<file path="config.mk">
export PLATFORM = sky130hd
export DESIGN_NAME = keypad_pin_entry
export DESIGN_NICKNAME = d
export VERILOG_FILES = /design/src/sv/kpe_pkg.sv /design/src/sv/keypad_pin_entry.sv /design/src/sv/kpe_ctrl.sv /design/src/sv/kpe_dp.sv
export SDC_FILE = /design/constraint.sdc
export NUM_CORES = 1
export LEC_CHECK = 0
export ABC_AREA = 0
export BUFFER_PORTS_ARGS = -buffer_cell sky130_fd_sc_hd__buf_2
export CAP_MARGIN = 20
export CORE_ASPECT_RATIO = 1.75
export CORE_MARGIN = 1
export CORE_UTILIZATION = 57
export DETAILED_ROUTE_END_ITERATION = 8
export PLACE_DENSITY = 0.79
export SLEW_MARGIN = 15
export SYNTH_ARGS = -nofsm -noshare
export SYNTH_HDL_FRONTEND = slang
export SYNTH_SLANG_ARGS = --single-unit
</file>
<file path="constraint.sdc">
create_clock -name clk -period 3.25 [get_ports clk]
set_input_delay 0.65 -clock clk [delete_from_list [all_inputs] [get_ports clk]]
set_output_delay 0.65 -clock clk [all_outputs]
set_load 0.01 [all_outputs]
</file>
<file path="src/sv/kpe_pkg.sv">
// Shared types, constants and key codes for the keypad PIN entry block.
package kpe_pkg;

	localparam int NUM_KEYS   = 12;
	localparam int PIN_LENGTH = 4;
	localparam int KEY_W      = 4;

	localparam logic [KEY_W-1:0] KEY_ZERO  = 4'd9;
	localparam logic [KEY_W-1:0] KEY_ENTER = 4'd10;
	localparam logic [KEY_W-1:0] KEY_CLEAR = 4'd11;
	localparam logic [KEY_W-1:0] KEY_LAST  = KEY_W'(NUM_KEYS - 1);

	localparam logic [3:0] EMPTY_SLOT = 4'hF;

	typedef enum logic [2:0] {
		ACT_IGNORED   = 3'd0,
		ACT_STORED    = 3'd1,
		ACT_CLEARED   = 3'd2,
		ACT_TOO_FEW   = 3'd3,
		ACT_TOO_MANY  = 3'd4,
		ACT_SUBMITTED = 3'd5
	} action_t;

	// controller -> datapath
	typedef struct packed {
		logic capture;   // latch a scan, restart the key walk
		logic advance;   // move to the next key
		logic emit;      // handle current key, load the output register
	} kpe_cmd_t;

	// datapath -> controller
	typedef struct packed {
		logic new_press; // current key has a rising edge
		logic last_key;  // walk is at the final key
		logic out_free;  // output register can take a result this cycle
	} kpe_stat_t;

endpackage

</file>
<file path="src/sv/keypad_pin_entry.sv">
// A scan is taken in idle; the walk then visits the 12 keys in turn, and a newly pressed key's result
// loads the output register. No new scan is taken until the walk ends, and the walk holds on a pressed
// key until the output register has room, so an output stall lengthens the walk.
// Reset (arst_n low, asynchronous): no keys held, ready mode, PIN buffer empty (all slots 15),
// no result pending.
module keypad_pin_entry #(
	parameter int PinLength = kpe_pkg::PIN_LENGTH
) (
	input  logic                         clk,
	input  logic                         arst_n,
	// scan input channel
	input  logic                         in_valid,
	output logic                         in_stall,
	input  logic [kpe_pkg::NUM_KEYS-1:0] key_levels,
	input  logic                         entry_blocked,
	// result output channel
	output logic                         out_valid,
	input  logic                         out_stall,
	output logic [3:0]                   key_index,
	output logic [2:0]                   action,
	output logic                         entered_entry_mode,
	output logic [15:0]                  pin_digits,
	output logic [2:0]                   digit_count,
	output logic [1:0]                   beep_count,
	output logic                         last_of_scan
);

	// The controller only sequences: take a scan in idle, then walk every key.
	// The datapath finds rising edges at capture time (held mask becomes the
	// scan's levels at once), and each newly pressed key produces one transfer
	// through a single output register. A new scan can be taken while the last
	// result still waits in that register.
	kpe_pkg::kpe_cmd_t  cmd;
	kpe_pkg::kpe_stat_t stat;

	kpe_ctrl u_ctrl (
		.clk      (clk),
		.arst_n   (arst_n),
		.in_valid (in_valid),
		.in_stall (in_stall),
		.stat     (stat),
		.cmd      (cmd)
	);

	kpe_dp #(
		.PinLength (PinLength)
	) u_dp (
		.clk                (clk),
		.arst_n             (arst_n),
		.cmd                (cmd),
		.stat               (stat),
		.key_levels         (key_levels),
		.entry_blocked      (entry_blocked),
		.out_valid          (out_valid),
		.out_stall          (out_stall),
		.key_index          (key_index),
		.action             (action),
		.entered_entry_mode (entered_entry_mode),
		.pin_digits         (pin_digits),
		.digit_count        (digit_count),
		.beep_count         (beep_count),
		.last_of_scan       (last_of_scan)
	);

endmodule

</file>
<file path="src/sv/kpe_ctrl.sv">
// Controller state machine: accepts scans and sequences the key walk.
module kpe_ctrl (
	input  logic                clk,
	input  logic                arst_n,
	input  logic                in_valid,
	output logic                in_stall,
	input  kpe_pkg::kpe_stat_t  stat,
	output kpe_pkg::kpe_cmd_t   cmd
);

	typedef enum logic {
		ST_IDLE,
		ST_WALK
	} state_t;

	state_t state_q;

	assign in_stall = (state_q != ST_IDLE);

	always_comb begin
		cmd = '0;
		unique case (state_q)
			ST_IDLE: begin
				cmd.capture = in_valid;
			end
			ST_WALK: begin
				// a pressed key waits for room in the output register
				cmd.emit    = stat.new_press && stat.out_free;
				cmd.advance = !stat.new_press || stat.out_free;
			end
			default: begin
				cmd = '0;
			end
		endcase
	end

	always_ff @(posedge clk or negedge arst_n) begin
		if (!arst_n) begin
			state_q <= ST_IDLE;
		end else begin
			unique case (state_q)
				ST_IDLE: begin
					if (in_valid) begin
						state_q <= ST_WALK;
					end
				end
				ST_WALK: begin
					if (cmd.advance && stat.last_key) begin
						state_q <= ST_IDLE;
					end
				end
				default: begin
					state_q <= ST_IDLE;
				end
			endcase
		end
	end

endmodule

</file>
<file path="src/sv/kpe_dp.sv">
// Datapath: key edge capture, key walk index, PIN buffer and output register.
module kpe_dp #(
	parameter int PinLength = kpe_pkg::PIN_LENGTH
) (
	input  logic                              clk,
	input  logic                              arst_n,
	input  kpe_pkg::kpe_cmd_t                 cmd,
	output kpe_pkg::kpe_stat_t                stat,
	input  logic [kpe_pkg::NUM_KEYS-1:0]      key_levels,
	input  logic                              entry_blocked,
	output logic                              out_valid,
	input  logic                              out_stall,
	output logic [3:0]                        key_index,
	output logic [2:0]                        action,
	output logic                              entered_entry_mode,
	output logic [15:0]                       pin_digits,
	output logic [2:0]                        digit_count,
	output logic [1:0]                        beep_count,
	output logic                              last_of_scan
);

	localparam int CntW  = $clog2(PinLength + 1);
	localparam int NShow = (PinLength < 4) ? PinLength : 4;
	localparam int NK    = kpe_pkg::NUM_KEYS;

	logic [NK-1:0]               held_q;
	logic [NK-1:0]               press_q;
	logic                        blocked_q;
	logic [kpe_pkg::KEY_W-1:0]   key_q;
	logic                        entry_mode_q;
	logic [CntW-1:0]             cnt_q;
	logic [3:0]                  buf_q [PinLength];
	logic                        out_valid_q;

	logic [3:0]                  buf_n [PinLength];
	logic [CntW-1:0]             cnt_n;
	logic                        full;
	logic                        do_store;
	logic                        do_clear;
	logic [3:0]                  digit;
	kpe_pkg::action_t            act;
	logic [1:0]                  beeps;
	logic                        entered;
	logic [15:0]                 pin;
	logic [CntW-1:0]             cnt_out;
	logic [3:0]                  cnt_x;
	logic [NK-1:0]               later;

	assign stat.new_press = press_q[key_q];
	assign stat.last_key  = (key_q == kpe_pkg::KEY_LAST);
	assign stat.out_free  = !out_valid_q || !out_stall;

	assign full  = (cnt_q >= CntW'(PinLength));
	assign digit = (key_q == kpe_pkg::KEY_ZERO) ? 4'd0 : 4'(key_q + 4'd1);
	assign later = (press_q >> key_q) >> 1;

	// per-key decision
	always_comb begin
		act      = kpe_pkg::ACT_IGNORED;
		beeps    = 2'd0;
		entered  = 1'b0;
		do_store = 1'b0;
		do_clear = 1'b0;
		if (!blocked_q) begin
			entered = !entry_mode_q;
			beeps   = 2'd1;
			if (key_q == kpe_pkg::KEY_CLEAR) begin
				act      = kpe_pkg::ACT_CLEARED;
				do_clear = 1'b1;
			end else if (key_q == kpe_pkg::KEY_ENTER) begin
				act = full ? kpe_pkg::ACT_SUBMITTED : kpe_pkg::ACT_TOO_FEW;
			end else if (full) begin
				act   = kpe_pkg::ACT_TOO_MANY;
				beeps = 2'd2;
			end else begin
				act      = kpe_pkg::ACT_STORED;
				do_store = 1'b1;
			end
		end
	end

	// buffer after the key, before a submit empties it
	always_comb begin
		for (int s = 0; s < PinLength; s++) begin
			if (do_clear) begin
				buf_n[s] = kpe_pkg::EMPTY_SLOT;
			end else if (do_store && (cnt_q == CntW'(s))) begin
				buf_n[s] = digit;
			end else begin
				buf_n[s] = buf_q[s];
			end
		end
		if (do_clear) begin
			cnt_n = '0;
		end else if (do_store) begin
			cnt_n = cnt_q + CntW'(1);
		end else begin
			cnt_n = cnt_q;
		end
		pin = 16'hFFFF;
		for (int s = 0; s < NShow; s++) begin
			pin[4*s +: 4] = buf_n[s];
		end
		cnt_out = (act == kpe_pkg::ACT_SUBMITTED) ? '0 : cnt_n;
		cnt_x   = 4'(cnt_out);
	end

	always_ff @(posedge clk or negedge arst_n) begin
		if (!arst_n) begin
			held_q       <= '0;
			press_q      <= '0;
			blocked_q    <= 1'b0;
			key_q        <= '0;
			entry_mode_q <= 1'b0;
			cnt_q        <= '0;
			out_valid_q  <= 1'b0;
			for (int s = 0; s < PinLength; s++) begin
				buf_q[s] <= kpe_pkg::EMPTY_SLOT;
			end
		end else begin
			if (cmd.capture) begin
				press_q   <= key_levels & ~held_q;
				held_q    <= key_levels;
				blocked_q <= entry_blocked;
				key_q     <= '0;
			end else if (cmd.advance && !stat.last_key) begin
				key_q <= key_q + 4'd1;
			end
			if (cmd.emit) begin
				if (act == kpe_pkg::ACT_SUBMITTED) begin
					entry_mode_q <= 1'b0;
					cnt_q        <= '0;
					for (int s = 0; s < PinLength; s++) begin
						buf_q[s] <= kpe_pkg::EMPTY_SLOT;
					end
				end else begin
					if (!blocked_q) begin
						entry_mode_q <= 1'b1;
					end
					cnt_q <= cnt_n;
					for (int s = 0; s < PinLength; s++) begin
						buf_q[s] <= buf_n[s];
					end
				end
				out_valid_q <= 1'b1;
			end else if (!out_stall) begin
				out_valid_q <= 1'b0;
			end
		end
	end

	// output payload, loaded only on emit
	always_ff @(posedge clk) begin
		if (cmd.emit) begin
			key_index          <= key_q;
			action             <= act;
			entered_entry_mode <= entered;
			pin_digits         <= pin;
			digit_count        <= (cnt_x > 4'd7) ? 3'd7 : cnt_x[2:0];
			beep_count         <= beeps;
			last_of_scan       <= (later == '0);
		end
	end

	assign out_valid = out_valid_q;

endmodule
</file>
==> results_dict.tcl, run 1 <==
set metrics [dict create \
    hold_viol_final 0 \
    root_buffer "clkbuf_16" \
    antenna_found_initial 0 \
    port_buffers 48 \
    grt_pass1_wl_mm 12.5 \
    yosysWarnings 0 \
    post-cts-setup-buffers 0 \
    drv_cap 0 \
    seq_area_um2 2200 \
    clk_path_buf_depth 2 \
    pwr-share-comb_pct 38.7 \
    power_switching_w 0.00185 \
    seqPwrFrac_pct 41.6 \
    ctsHoldBuffers 0 \
    outcome "complete, no violations" \
    ir_worst_vdd_mv 0.695 \
    die_h_um 110 \
    n_antenna_cell 0 \
    met1Wirelength_mm 2.64 \
    setup_ws_ns 0.626 \
    crit_arrival_ns 2.72 \
    drc 0 \
    routedWlPerCell_um 16.2 \
    insertion_delay_ns 0.34 \
    r2r_start "u_dp.key_q[1]" \
    highest_layer "met4" \
    ys_ff_latch 81 \
    numCtsBuffers 9 \
    swShare_pct 36.3 \
    p_int_w 0.00325 \
    gp_congestion 0.952 \
    die_x_um 63.8 \
    setup_viol_count_final 0 \
    synth_flop_cell "dfrtp_1" \
    finalNetCount 417 \
    htreeDepth 3 \
    core.rowCount 39 \
    cts_resized 0 \
    slew_headroom_pct 56.2 \
    clock_skew_ns 0.00578 \
    start_util_pct 58.8 \
    via_per_inst 5.82 \
    power_density_nw_per_um2 1150 \
    core-area_um2 6490 \
    drt_iter0_drc 247 \
    syn-num-nets 367 \
    ant_nets 0 \
    cts.sinks 81 \
    synthToLayoutAreaGrowth_pct 16.7 \
    critPathKind "reg -> reg" \
    rsz0062_at_grt "false" \
    pin_count 49 \
    preCtsSetupSlack_ns 0.683 \
    tns_ns 0 \
    grt-ovfl-total 0 \
    multi_input_area_um2 1510 \
    fillers 488 \
    drt-total-wl_mm 7.77 \
    clkTransAtPathRegs_ns 0.06 \
    maxSlewViolCount 0 \
    die-area_um2 7030 \
    grt_pass1_vias 2699 \
    rr_worst_depth 5 \
    layout_common_cells "48 x buf_2, 45 x nor2_1, 35 x o21ai_0, 35 x dfrtp_1, 30 x edfxtp_1" \
    drive_gt1_share_pct 27.2 \
    synth_edf_count 30 \
    postSynthAreaPerCell_um2 11.2 \
    grt_start_max_net_pins 45 \
    wl_met2_mm 4.41 \
    tightest_slew_ns 0.651 \
    firstDrtPassIters 5 \
    grt_util_all_layers_pct 24.3 \
    syn_inst 342 \
    power.total_w 0.00510 \
    ys_types 50 \
    required_ns 3.35 \
    async_reset_ff_share_pct 63.0 \
    cp-end-kind "flip-flop" \
    p_clk_share_pct 19.7 \
    period_minus_slack_ns 2.62 \
    p_leak_nw 1.87 \
    hpwl_mm 5.71 \
    cts_tree "yes" \
    timing.final.crit_share_pct 80.7 \
    route.met3.wl_um 311 \
    max_freq_mhz 381 \
    yosysSeqAreaShare_pct 57.6 \
    syn_area_um2 3810 \
    hold_class "in -> async" \
    final_common_cell "buf_2" \
    rr_endpoint "u_dp.digit_count[1]" \
    routed-via-count 2787 \
    crit_path_start_kind "flip-flop" \
    setup.worst_path.start "u_dp.key_q[1]" \
    rrSetupSlack_ns 0.63 \
    cp_max_fo 22 \
]
==> worst max-delay path: stages (launching register included) <==
cell      delay (ns)
dfrtp_1         0.66
clkinv_1        0.37
o21ai_1         0.32
o22a_1          0.46
inv_1           0.31
buf_12          0.25
==> stage by stage <==
stage | hold WS (ns) | cell area, um^2 | utilization [%] | std cells
CTS | 0.496 | 4430 | 68.3 | 478
finish | 0.234 | 4450 | 68.6 | 479
global placement | 0.478 | 4130 | 63.6 | 462
detailed placement | 0.484 | 4130 | 63.6 | 462
global route | 0.248 | 4450 | 68.6 | 479
floorplan | 0.354 | 3810 | - | 342
==> per-layer routing <==
layer | track usage (%) | vias up
met2 | 44.8 | 97
met1 | 23.4 | 1329
li1 | - | 1331
met4 | 17.5 | 0
met5 | 0 | -
met3 | 5.45 | 30
==> registers in the layout (all words and copies together) (netlist names), 3 cells and up <==
| signal | cells |
|---|---|
| u_dp.buf_q | 16 |
| u_dp.pin_digits | 16 |
| u_dp.held_q | 12 |
| u_dp.press_q | 12 |
| u_dp.key_index | 4 |
| u_dp.key_q | 4 |
| u_dp.action | 3 |
| u_dp.cnt_q | 3 |
| u_dp.digit_count | 3 |
==> final cells by class <==
class / count / share of cell area [%]
sequential: 81 / 49.4
multi-input combinational: 237 / 33.8
timing repair buffer: 54 / 6.97
clock buffer: 13 / 5.85
tap: 82 / 2.31
clock inverter: 3 / 0.900
inverter: 9 / 0.759
==> cells in the mapped netlist (2+ instances only) <==
cell,count,area share [%]
nand3_1,3,0.39
edfxtp_1,30,24
nor2_1,45,4.4
buf_6,2,0.59
and2_1,8,1.3
o21ai_0,35,4.6
nand2b_1,15,2.5
or3_1,3,0.49
o22a_1,2,0.46
a21oi_1,12,1.6
dfstp_2,16,11
nor3_1,7,0.92
nand2_1,27,2.7
mux2_2,18,5.3
ha_1,8,2.6
inv_1,8,0.79
a2bb2oi_1,18,4.1
o21ai_1,3,0.39
mux2i_1,3,0.79
a211oi_1,3,0.59
nor2b_1,2,0.33
a31oi_1,2,0.33
dfrtp_1,35,23
clkbuf_1,11,1.1
==> cells by family (layout without fill, tap and decap cells) <==
group,Yosys count,in the layout,synth area share [%]
AND/OR/NAND/NOR,115,115,14.0
adder cells (fa/ha/maj),8,8,2.62
buffers and inverters,24,79,2.89
flip-flops,81,81,57.6
AO/OA/AOI/OAI,92,92,16.1
multiplexers,22,22,6.69
==> how the worst max path moves through the flow <==
stage | endpoint | slack, ns
after CTS | u_dp.action[2] | 0.66
after floorplan | u_dp.action[0] | 0.92
final | u_dp.digit_count[1] | 0.63
after global routing | u_dp.pin_digits[6] | 0.43
after detailed placement | u_dp.action[2] | 0.68
after global placement | u_dp.digit_count[2] | 0.74
==> power groups by stage <==
stage / combinational, W / sequential (W) / clock [W]
after floorplan: 0.00137 / 0.00212 / 0
after global placement: 0.00190 / 0.00210 / 0
after detailed placement: 0.00197 / 0.00214 / 0
after CTS: 0.00198 / 0.00212 / 0.00102
after global routing: 0.00217 / 0.00219 / 0.00105
final: 0.00197 / 0.00212 / 0.00100
Power figures use the tool's default switching activity.
==> run 2: changes to the inputs <==
--- a/config.mk
+++ b/config.mk
@@ -10,9 +10,9 @@
 export CAP_MARGIN = 20
 export CORE_ASPECT_RATIO = 1.75
 export CORE_MARGIN = 1
-export CORE_UTILIZATION = 57
+export CORE_UTILIZATION = 52
 export DETAILED_ROUTE_END_ITERATION = 8
-export PLACE_DENSITY = 0.79
+export PLACE_DENSITY = 0.76
 export SLEW_MARGIN = 15
 export SYNTH_ARGS = -nofsm -noshare
 export SYNTH_HDL_FRONTEND = slang
==> constraint.sdc (replaced) <==
create_clock -name clk -period 2.3 [get_ports clk]
set_input_delay 0.46 -clock clk [delete_from_list [all_inputs] [get_ports clk]]
set_output_delay 0.46 -clock clk [all_outputs]
set_load 0.01 [all_outputs]
==> run 2 against run 1 <==
Against the previous run:
- critical path depth rose by 2
- clock-buffer cell count is 2 lower
- die area grew 9.4%
- critical endpoint is now u_dp.cnt_q[1]
- clock skew about the same
- largest power group is now combinational cells
- cell area grew 2.1%
==> results_dict.tcl, run 2 (same netlist as run 1, synthesis figures left out) <==
set metrics [dict create \
    drt_iter0_drc 190 \
    tightest_slew_ns 0.809 \
    grt_util_all_layers_pct 23.4 \
    critPathKind "reg -> reg" \
    r2r_start "u_dp.key_q[0]" \
    routed-via-count 2808 \
    root_buffer "clkbuf_16" \
    rr_endpoint "u_dp.cnt_q[1]" \
    drv_cap 0 \
    maxSlewViolCount 0 \
    p_leak_nw 1.90 \
    firstDrtPassIters 4 \
    required_ns 2.57 \
    die_h_um 115 \
    slew_headroom_pct 45.5 \
    cpMostUsedCell "buf_4" \
    max_freq_mhz 456 \
    slowest_stage "dfrtp_1" \
    slowest_delay_ns 0.38 \
    grt_start_max_net_pins 52 \
    drt-total-wl_mm 7.77 \
    finalNetCount 427 \
    rsz0062_at_grt "true" \
    drive_gt1_share_pct 31.0 \
    crit_path_start_kind "flip-flop" \
    final_common_cell "buf_2" \
    timing.final.crit_share_pct 95.4 \
    crit_arrival_ns 2.47 \
    outcome "complete, no violations" \
    routedWlPerCell_um 15.8 \
    port_buffers 48 \
    clock_skew_ns 0.00543 \
    numCtsBuffers 9 \
    grt-ovfl-total 0 \
    grt_pass1_wl_mm 12.9 \
    ant_nets 0 \
    n_antenna_cell 0 \
    insertion_delay_ns 0.34 \
    ir_worst_vdd_mv 0.766 \
    path_cells "buf_4 > mux2i_1 > a221o_1 > o22a_1 > buf_4 > nor2_4 > a32o_1" \
    cp_max_fo 18 \
    clkTransAtPathRegs_ns 0.06 \
    rrSetupSlack_ns 0.11 \
    die-area_um2 7690 \
    layout_common_cells "48 x buf_2, 43 x nor2_1, 35 x o21ai_0, 35 x dfrtp_1, 30 x edfxtp_1" \
    setup.worst_path.start "u_dp.key_q[0]" \
    die_x_um 66.7 \
    tns_ns 0 \
    cts_tree "yes" \
    reg_top3 "u_dp.buf_q x16, u_dp.pin_digits x16" \
    start_util_pct 53.5 \
    cp-end-kind "flip-flop" \
    hpwl_mm 5.62 \
    setup.worst_path.end "u_dp.cnt_q[1]" \
    antenna_found_initial 0 \
    drc 0 \
    cts.sinks 81 \
    hold_viol_final 0 \
    ctsHoldBuffers 0 \
    power.total_w 0.00733 \
    core-area_um2 7130 \
    rr_worst_depth 7 \
    grt_pass1_vias 2842 \
    setup_viol_count_final 0 \
    htreeDepth 3 \
    period_minus_slack_ns 2.19 \
    via_per_inst 5.70 \
    synthToLayoutAreaGrowth_pct 19.1 \
    pin_count 49 \
    hold_class "in -> async" \
    post-cts-setup-buffers 0 \
    core.rowCount 41 \
    clk_path_buf_depth 2 \
    gp_congestion 0.861 \
    power_density_nw_per_um2 1610 \
]
## run 2: stage by stage
step | utilization (%) | setup WS, ns | instance area (um^2) | std cells | hold slack, ns
finish | 63.7 | 0.105 | 4540 | 493 | 0.224
global placement | 59.2 | 0.138 | 4220 | 477 | 0.478
global route | 63.7 | -0.0260 | 4540 | 493 | 0.293
floorplan | - | 0.0347 | 3820 | 342 | 0.164
detailed placement | 59.2 | 0.0871 | 4220 | 477 | 0.484
CTS | 63.4 | 0.0702 | 4520 | 493 | 0.242
## run 2: how the worst min path moves through the flow
| stage | start | end | slack [ns] | cells after the start |
|---|---|---|---|---|
| 4_1_cts | arst_n | u_dp.held_q[0] | 0.24 | 2 |
| 5_1_grt | arst_n | u_dp.held_q[0] | 0.29 | 2 |
| 2_1_floorplan | arst_n | u_ctrl.in_stall | 0.16 | 0 |
| 6_report | arst_n | u_ctrl.in_stall | 0.22 | 2 |
| 3_5_place_dp | u_dp.held_q[0] | u_dp.held_q[0] | 0.48 | 1 |
| 3_3_place_gp | u_dp.held_q[1] | u_dp.held_q[1] | 0.48 | 1 |
## run 2: metal layers
layer / up-vias / track usage (%) / part of all wire (%)
li1: 1359 / - / -
met1: 1344 / 23.2 / 35
met2: 79 / 41.0 / 57
met3: 26 / 6.35 / 3.6
met4: 0 / 15.9 / 4.5
met5: - / 0 / 0
## run 2: layout make-up
type                            instances  area, um^2
Multi-Input combinational cell        237        1530
Fill cell                             581        2590
Clock inverter                          5        55.1
Sequential cell                        81        2200
Tap cell                               86         108
Clock buffer                           11         243
Inverter                                9        37.5
Timing Repair Buffer                   64         377
## run 2: critical path, delay by kind of cell (launching register included)
kind | cells | cell delay, ns
AO/OA/AOI/OAI | 3 | 0.86
flip-flops | 1 | 0.38
buffers and inverters | 2 | 0.38
AND/OR/NAND/NOR | 1 | 0.36
multiplexers | 1 | 0.14
## run 2: where the power goes
group / leakage [nW] / internal, W / switching (W)
Clock: 0.142 / 0.000865 / 0.000540
Sequential: 0.877 / 0.00251 / 0.000408
Combinational: 0.880 / 0.00128 / 0.00172
Total: 1.90 / 0.00466 / 0.00267
## run 2: what timing repair did
action / CTS / global route
endpoints found under the hold margin: 0 / 0
endpoints found under the setup margin: 0 / 23
resized for setup: 0 / 7
==> run 3: changes to the inputs <==
--- a/config.mk
+++ b/config.mk
@@ -6,6 +6,7 @@
 export NUM_CORES = 1
 export LEC_CHECK = 0
 export ABC_AREA = 0
+export ABC_CLOCK_PERIOD_IN_PS = 2300
 export BUFFER_PORTS_ARGS = -buffer_cell sky130_fd_sc_hd__buf_2
 export CAP_MARGIN = 20
 export CORE_ASPECT_RATIO = 1.75
@@ -13,6 +14,7 @@
 export CORE_UTILIZATION = 52
 export DETAILED_ROUTE_END_ITERATION = 8
 export PLACE_DENSITY = 0.76
+export RECOVER_POWER = 100
 export SLEW_MARGIN = 15
 export SYNTH_ARGS = -nofsm -noshare
 export SYNTH_HDL_FRONTEND = slang
==> run 3 against run 2 <==
Against the previous run:
- clock power barely moved
- first-iteration DRC count rose by 5.8%
- sequential share of layout area rose by 0.73 points
- die area is the same
- critical path type unchanged
==> results_dict.tcl, run 3 (same netlist as run 1, synthesis figures left out) <==
set metrics [dict create \
    power.total_w 0.00723 \
    finalNetCount 427 \
    setup.worst_path.end "u_dp.cnt_q[1]" \
    ir_worst_vdd_mv 0.762 \
    hpwl_mm 5.62 \
    power_switching_w 0.00268 \
    period_minus_slack_ns 2.19 \
    rr_worst_depth 7 \
    drive_gt1_share_pct 22.4 \
    firstDrtPassIters 4 \
    hold_viol_final 0 \
    ant_nets 0 \
    die_h_um 115 \
    n_antenna_cell 0 \
    tightest_slew_ns 1.23 \
    drt-total-wl_mm 7.82 \
    reg_top3 "u_dp.buf_q x16, u_dp.pin_digits x16" \
    critPathKind "reg -> reg" \
    fillers 599 \
    drt_iter0_drc 201 \
    rrSetupSlack_ns 0.11 \
    setup.worst_path.start "u_dp.key_q[0]" \
    stdcell_count 493 \
    final_common_cell "nor2_1" \
    r2r_start "u_dp.key_q[0]" \
    grt_pass1_wl_mm 12.9 \
    start_util_pct 53.5 \
    numCtsBuffers 9 \
    pwr-share-comb_pct 40.0 \
    cts.sinks 81 \
    clock_skew_ns 0.00612 \
    p_clk_share_pct 19.4 \
    root_buffer "clkbuf_16" \
    routed-via-count 2815 \
    hold_class "in -> reg" \
    clkTransAtPathRegs_ns 0.06 \
    outcome "complete, no violations" \
    required_ns 2.57 \
    port_buffers 48 \
    die_x_um 66.7 \
    drc 0 \
    cp_max_fo 18 \
    crit_path_start_kind "flip-flop" \
    routedWlPerCell_um 15.9 \
    insertion_delay_ns 0.34 \
    power_density_nw_per_um2 1620 \
    antenna_found_initial 0 \
    post-cts-setup-buffers 0 \
    setup_viol_count_final 0 \
    p_leak_nw 1.79 \
    grt_pass1_vias 2842 \
    rsz0062_at_grt "true" \
    swShare_pct 37.0 \
    core-area_um2 7130 \
    grt_start_max_net_pins 52 \
    grt-ovfl-total 0 \
    maxSlewViolCount 0 \
    p_int_w 0.00455 \
    slew_headroom_pct 18.1 \
    die-area_um2 7690 \
    core.rowCount 41 \
    htreeDepth 3 \
    drv_cap 0 \
    place_inst 477 \
    cts_tree "yes" \
    synthToLayoutAreaGrowth_pct 17.3 \
    rr_endpoint "u_dp.cnt_q[1]" \
    cp-end-kind "flip-flop" \
    seqPwrFrac_pct 40.5 \
    clk_path_buf_depth 2 \
    layout_common_cells "44 x nor2_1, 36 x o21ai_0, 35 x clkbuf_1, 35 x dfrtp_1, 30 x edfxtp_1" \
    via_per_inst 5.71 \
    timing.final.crit_share_pct 95.2 \
    max_freq_mhz 457 \
    gp_congestion 0.861 \
    crit_arrival_ns 2.46 \
    pin_count 49 \
    grt_util_all_layers_pct 23.4 \
]
==> run 3: worst min path at each step <==
stage | from | to | cells after the start
global placement | u_dp.held_q[1] | u_dp.held_q[1] | 1
finish | entry_blocked | u_dp.blocked_q | 2
detailed placement | u_dp.held_q[0] | u_dp.held_q[0] | 1
global route | key_levels[10] | u_dp.held_q[10] | 2
CTS | arst_n | u_dp.held_q[0] | 2
floorplan | arst_n | u_ctrl.in_stall | 0
==> run 3: stage by stage <==
| stage | hold slack [ns] | util [%] | cell area [um^2] | setup TNS (ns) | worst slack (ns) |
|---|---|---|---|---|---|
| floorplan | 0.164 | - | 3820 | 0 | 0.0347 |
| global placement | 0.478 | 59.2 | 4220 | 0 | 0.138 |
| detailed placement | 0.484 | 59.2 | 4220 | 0 | 0.0871 |
| CTS | 0.242 | 63.4 | 4520 | 0 | 0.0702 |
| global route | 0.361 | 62.7 | 4470 | -0.692 | -0.0260 |
| finish | 0.360 | 62.7 | 4470 | 0 | 0.110 |
==> run 3: repair_timing <==
item,CTS,global route
gates resized for setup,0,7
setup endpoints to repair,0,23
hold buffers,0,0
==> run 3: power groups by stage <==
stage               clock network [W]  logic [W]  registers, W
global placement                    0    0.00287       0.00291
detailed placement                  0    0.00299       0.00294
CTS                           0.00144    0.00300       0.00292
floorplan                           0    0.00194       0.00299
global route                  0.00149    0.00322       0.00303
finish                        0.00141    0.00289       0.00293
==> run 3: worst max-delay path, cell delays in order, from the launching register on <==
cell and delay, ns:
dfrtp_1 0.39, buf_4 0.18, mux2i_1 0.14, a221o_1 0.38, o22a_1 0.25, buf_4 0.20, nor2_4 0.36, a32o_1 0.23
==> run 3: cell type report <==
class	instances	area (um^2)	share of cell area [%]
clock buffers	11	243	5.43
clock inverters	5	55.1	1.23
inverters	9	37.5	0.839
multi-input cells	237	1520	34.0
flip-flops and latches	81	2200	49.1
well taps	86	108	2.40
repair buffers	64	312	6.96
==> run 3: layer usage <==
metal	track usage (%)	vias to the layer above	routed length, um
li1	-	1360	-
met3	6.35	27	302
met4	15.9	0	361
met5	0	-	0
met1	23.2	1349	2730
met2	41.0	79	4420
